**src/sv/nfad_ram.sv**
```systemverilog
// Generic single-write, single-read synchronous RAM with registered read data.
// No dependencies.
`default_nettype none

module nfad_ram #(
    parameter int unsigned WIDTH  = 8,
    parameter int unsigned DEPTH  = 256,
    parameter int unsigned ADDR_W = $clog2(DEPTH)
) (
    input  wire logic              clk,
    input  wire logic              we,
    input  wire logic [ADDR_W-1:0] waddr,
    input  wire logic [WIDTH-1:0]  wdata,
    input  wire logic [ADDR_W-1:0] raddr,
    output logic      [WIDTH-1:0]  rdata
);

    logic [WIDTH-1:0] mem [DEPTH];

    // Write port and registered read port.
    always_ff @(posedge clk)
    begin
        if (we)
        begin
            mem[waddr] <= wdata;
        end
        rdata <= mem[raddr];
    end

endmodule

`default_nettype wire

```
**config.mk**
```make
export PLATFORM = sky130hd
export DESIGN_NAME = nfad_ram
export DESIGN_NICKNAME = d
export VERILOG_FILES = /design/src/sv/nfad_ram.sv
export SDC_FILE = /design/constraint.sdc
export NUM_CORES = 2
export LEC_CHECK = 0
export ABC_CLOCK_PERIOD_IN_PS = 3400
export BUFFER_PORTS_ARGS = -buffer_cell sky130_fd_sc_hd__clkbuf_2
export CORE_MARGIN = 3
export CORE_UTILIZATION = 30
export DETAILED_ROUTE_END_ITERATION = 6
export PLACE_DENSITY = 0.4
export REMOVE_ABC_BUFFERS = 1
export SLEW_MARGIN = 20
export SYNTH_ARGS = -nofsm -noshare
export SYNTH_HDL_FRONTEND = slang
export SYNTH_SLANG_ARGS = --single-unit
```
**constraint.sdc**
```tcl
create_clock -name clk -period 3.4 [get_ports clk]
set_input_delay 0 -clock clk [delete_from_list [all_inputs] [get_ports clk]]
set_output_delay 0 -clock clk [all_outputs]
set_load 0.1 [all_outputs]
```
; Word level (Yosys, flattened, before mapping)
; Memory sizes are Yosys's and may differ from the RTL's. A register that Yosys moved wholly into a read port is not among the register bits.
; Index checks and enable logic that the tools add are counted.
[word_totals]
memories = 1
latchBits = 0
mem_bits_ro = 0
reg_bits = 0
elab_cells = 3
inputBits = 26
ram_bits = 2048
out_inout_bits = 8
[op_classes]
div_mod_pow = 0
n_shift = 0
reduce_logical = 0
bitwise_logic = 0
mux = 2
n_eq_ne = 0
order_cmp = 0
multipliers = 0
addsub = 0
[memory_table]
columns = name, depth, width, rd, rd_clocked_by_memory_dff, write_ports, line_no
row1 = mem, 256, 8, 1, 1, 1, 18  ; logic [WIDTH-1:0] mem [DEPTH];
[op_table]
columns = cell, count
row1 = $mux W1, 2

; Longest topological paths before layout
[depth]
depth_word = 2
depth_mapped = 11
depth_no_buf = 6

; Worst setup path before layout
; Ideal clock, no wire load.
[synth_timing]
path_type = input-to-reg
from = in raddr[0]
to = reg rdata[2], read port of mem
n_path_buf = 4
arrival_ns = 1.807
stages = 9
setup_ns = 0.131
required_time_ns = 3.269
slack_ns = 1.462
path_cell_list = buf_6 buf_12 buf_8 buf_2 mux4_2 a22oi_1 a21oi_1 nor4_1 nor4_2
[synth_rtl]
columns = item, line_no
row1 = start: declaration, 14  ; input wire logic [ADDR_W-1:0] raddr,
row2 = end: declaration, 15  ; output logic [WIDTH-1:0] rdata

==> flow_summary.json <==
{
  "max_slew.worst_pin.slew_ns": 1.08,
  "wl_per_cell_um": 30.3,
  "remaining_drc_errors": 0,
  "crit_top_cell": "nor4_1",
  "fin_nets": 4247,
  "synth.avg_cell_area_um2": 21.3,
  "r2r_end": "rdata[5]$_DFF_P_",
  "fin_util_pct": 35.7,
  "crit_chain": "mux4_2, a22oi_1, a31oi_1, nor4_1, buf_4, nor4_1",
  "grt_setup_unrepaired": "no",
  "fin_area_um2": 94100,
  "slowest_delay_ns": 0.78,
  "die_area_um2": 271000,
  "cts_tree": "done",
  "gp_congestion": 0.768,
  "synth-edff-count": 2048,
  "vias": 39560,
  "pin_count": 34,
  "grt_overflow": 0,
  "cts_hold_buffers": 18,
  "critPathKind": "reg2reg",
  "finalSetupTns_ns": 0,
  "finalClockSkew_ns": 0.0364,
  "wl_mm": 240,
  "worst_setup_path_end_kind": "register",
  "synth_seq_area_share_pct": 77.5,
  "peakVddDrop_v": 0.000552,
  "path_delay_family": "simple AND/OR/NAND/NOR gates",
  "startpoint": "mem[187][5]$_DFFE_PP_",
  "layout-drive-gt1-share_pct": 29.0,
  "cap_violations": 0,
  "cp.required_ns": 4.13,
  "clkSinkCount": 2056,
  "power_leakage_nw": 29.4,
  "status": "finished, final reports clean",
  "hpwl_mm": 153,
  "dr.first_iter.drc_count": 3857,
  "cts-htree-levels": 4,
  "fp.dieH_um": 521,
  "max_slew_margin_pct": 27.5,
  "synth_area_um2": 79600,
  "worst_ep_arrival_time_ns": 3.43,
  "power.total_w": 0.0549,
  "portBuffers": 33,
  "post-route-period-util_pct": 79.6,
  "cp_num_buf_inv": 1,
  "place_area_um2": 86700,
  "grt_pass1_vias": 41154,
  "num_rows": 188,
  "ctsResizeCount": 0,
  "clock-root-buffer": "clkbuf_16",
  "finalMaxSlewViolations": 0,
  "clockBufferDepth": 3,
  "synth_cell_type_count": 55,
  "rrSetupSlack_ns": 0.69,
  "fmax_ghz": 0.370,
  "grt_max_degree": 122,
  "startpoint_type": "register",
  "yosysWarnings": 0,
  "whs_path_depth": 6,
  "synthToLayoutAreaGrowth_pct": 18.3,
  "setup_viol": 0,
  "critPathSlowestCell": "nor4_1",
  "path_depth": 6,
  "reg2reg_from": "mem[187][5]$_DFFE_PP_",
  "clkTransAtPathRegs_ns": 0.06,
  "worstPathMaxFanout": 1,
  "min_path_type": "in2reg",
  "antenna_found_initial": 14,
  "async_flop_share_pct": 0,
  "post_cts_buffers": 0,
  "firstDrtPassIters": 5,
  "ant_nets": 0,
  "track_usage_pct": 17.6,
  "syn_inst": 3733,
  "fillers": 24337,
  "min_period_ns": 2.71,
  "hold_viol": 0,
  "rr_worst_depth": 6,
  "clk_latency_ns": 0.87,
  "die_x_um": 521,
  "viasPerCell": 4.99,
  "core_um2": 263000,
  "cts_made_buffers": 224,
  "dp_cells": 7492,
  "p_per_area_nw_per_um2": 583,
  "start_util_pct": 30.2,
  "grt_first_pass_wirelength_mm": 337,
  "endpoint": "rdata[5]$_DFF_P_",
  "dominantRegCellSynth": "edfxtp_1",
  "fin_cells": 7921,
  "synth-seq-cells": 2056
}
==> worst min-delay path, delay by kind of cell <==
kind / cells / cell delay, ns
AND/OR/NAND/NOR: 1 / 0.16
buffers and inverters: 2 / 0.50
AO/OA/AOI/OAI: 3 / 0.26
==> sequential cells by signal, indices dropped and copies added (netlist names) <==
register,cells
mem,2048
rdata,8
==> metrics by stage <==
step	hold WS [ns]	worst slack, ns
2_1_floorplan	0.0989	0.992
3_3_place_gp	0.508	-0.671
3_5_place_dp	0.517	-0.240
4_1_cts	0.0192	0.532
5_1_grt	0.0689	0.652
6_report	0.125	0.695
==> logic make-up (layout without fill, tap and decap cells) <==
kind of cell / count (synthesis) / count (layout) / synth area share (%)
compound gates: 385 / 385 / 3.42
mux: 591 / 591 / 14.6
flops: 2056 / 2056 / 77.5
simple gates: 466 / 466 / 2.63
buf+inv: 235 / 905 / 1.83
other cells: 0 / 3 / 0
==> worst min path at each step <==
stage	to	slack (ns)	start
global placement	mem[91][1]$_DFFE_PP_	0.51	wdata[1]
global route	rdata[3]$_DFF_P_	0.07	raddr[6]
detailed placement	mem[91][1]$_DFFE_PP_	0.52	wdata[1]
finish	rdata[3]$_DFF_P_	0.12	raddr[6]
floorplan	mem[0][0]$_DFFE_PP_	0.1	wdata[0]
CTS	rdata[3]$_DFF_P_	0.02	raddr[6]
==> layer usage <==
metal | up-vias | part of all wire [%] | track usage, %
li1 | 16700 | - | -
met1 | 21684 | 46 | 25.1
met2 | 893 | 48 | 28.5
met3 | 281 | 4.0 | 2.51
met4 | 2 | 2.1 | 3.86
met5 | - | 0.0054 | 0
==> synthesized netlist by cell type, drive strengths merged (12+ instances only) <==
cell type	instances	area [um2]
edfxtp	2048	61500
mux4	456	10300
nor2	282	1060
mux2i	134	1340
a22oi	133	998
buf	122	1030
clkbuf	111	417
a21oi	96	480
o221ai	47	418
nand3	34	170
nand2	33	124
nor2b	31	194
o22ai	28	175
nor4	27	188
nor3	22	110
a211oi	16	120
a221oi	14	129
o21ai	12	60.1
==> area by class of cell <==
cell class | count | area [um2] | area share, %
inverter | 2 | 7.51 | 0.00798
timing repair buffer | 495 | 4280 | 4.55
clock buffer | 279 | 5840 | 6.21
multi-input combinational | 1442 | 16600 | 17.6
antenna | 3 | 7.51 | 0.00798
tap | 3515 | 4400 | 4.67
sequential | 2056 | 61700 | 65.5
clock inverter | 129 | 1330 | 1.41
==> where the power goes <==
| part | internal, W | switching, W |
|---|---|---|
| logic | 0.00101 | 0.00198 |
| registers | 0.0279 | 0.0000613 |
| clock network | 0.0137 | 0.0102 |
| total | 0.0426 | 0.0122 |
==> placed cells by master (no fill, tap or decap), types with 32 or more instances in the layout <==
cell          n
clkinv_2     36
mux2i_1     134
buf_4       406
clkinv_1     47
o221ai_1     46
buf_12       40
a21oi_1      95
a22oi_1     133
mux4_2      454
clkbuf_1     53
nand2_1      32
edfxtp_1   2048
nor2_1      278
clkbuf_16   225
No activity file was read; power rests on OpenSTA's default activity.
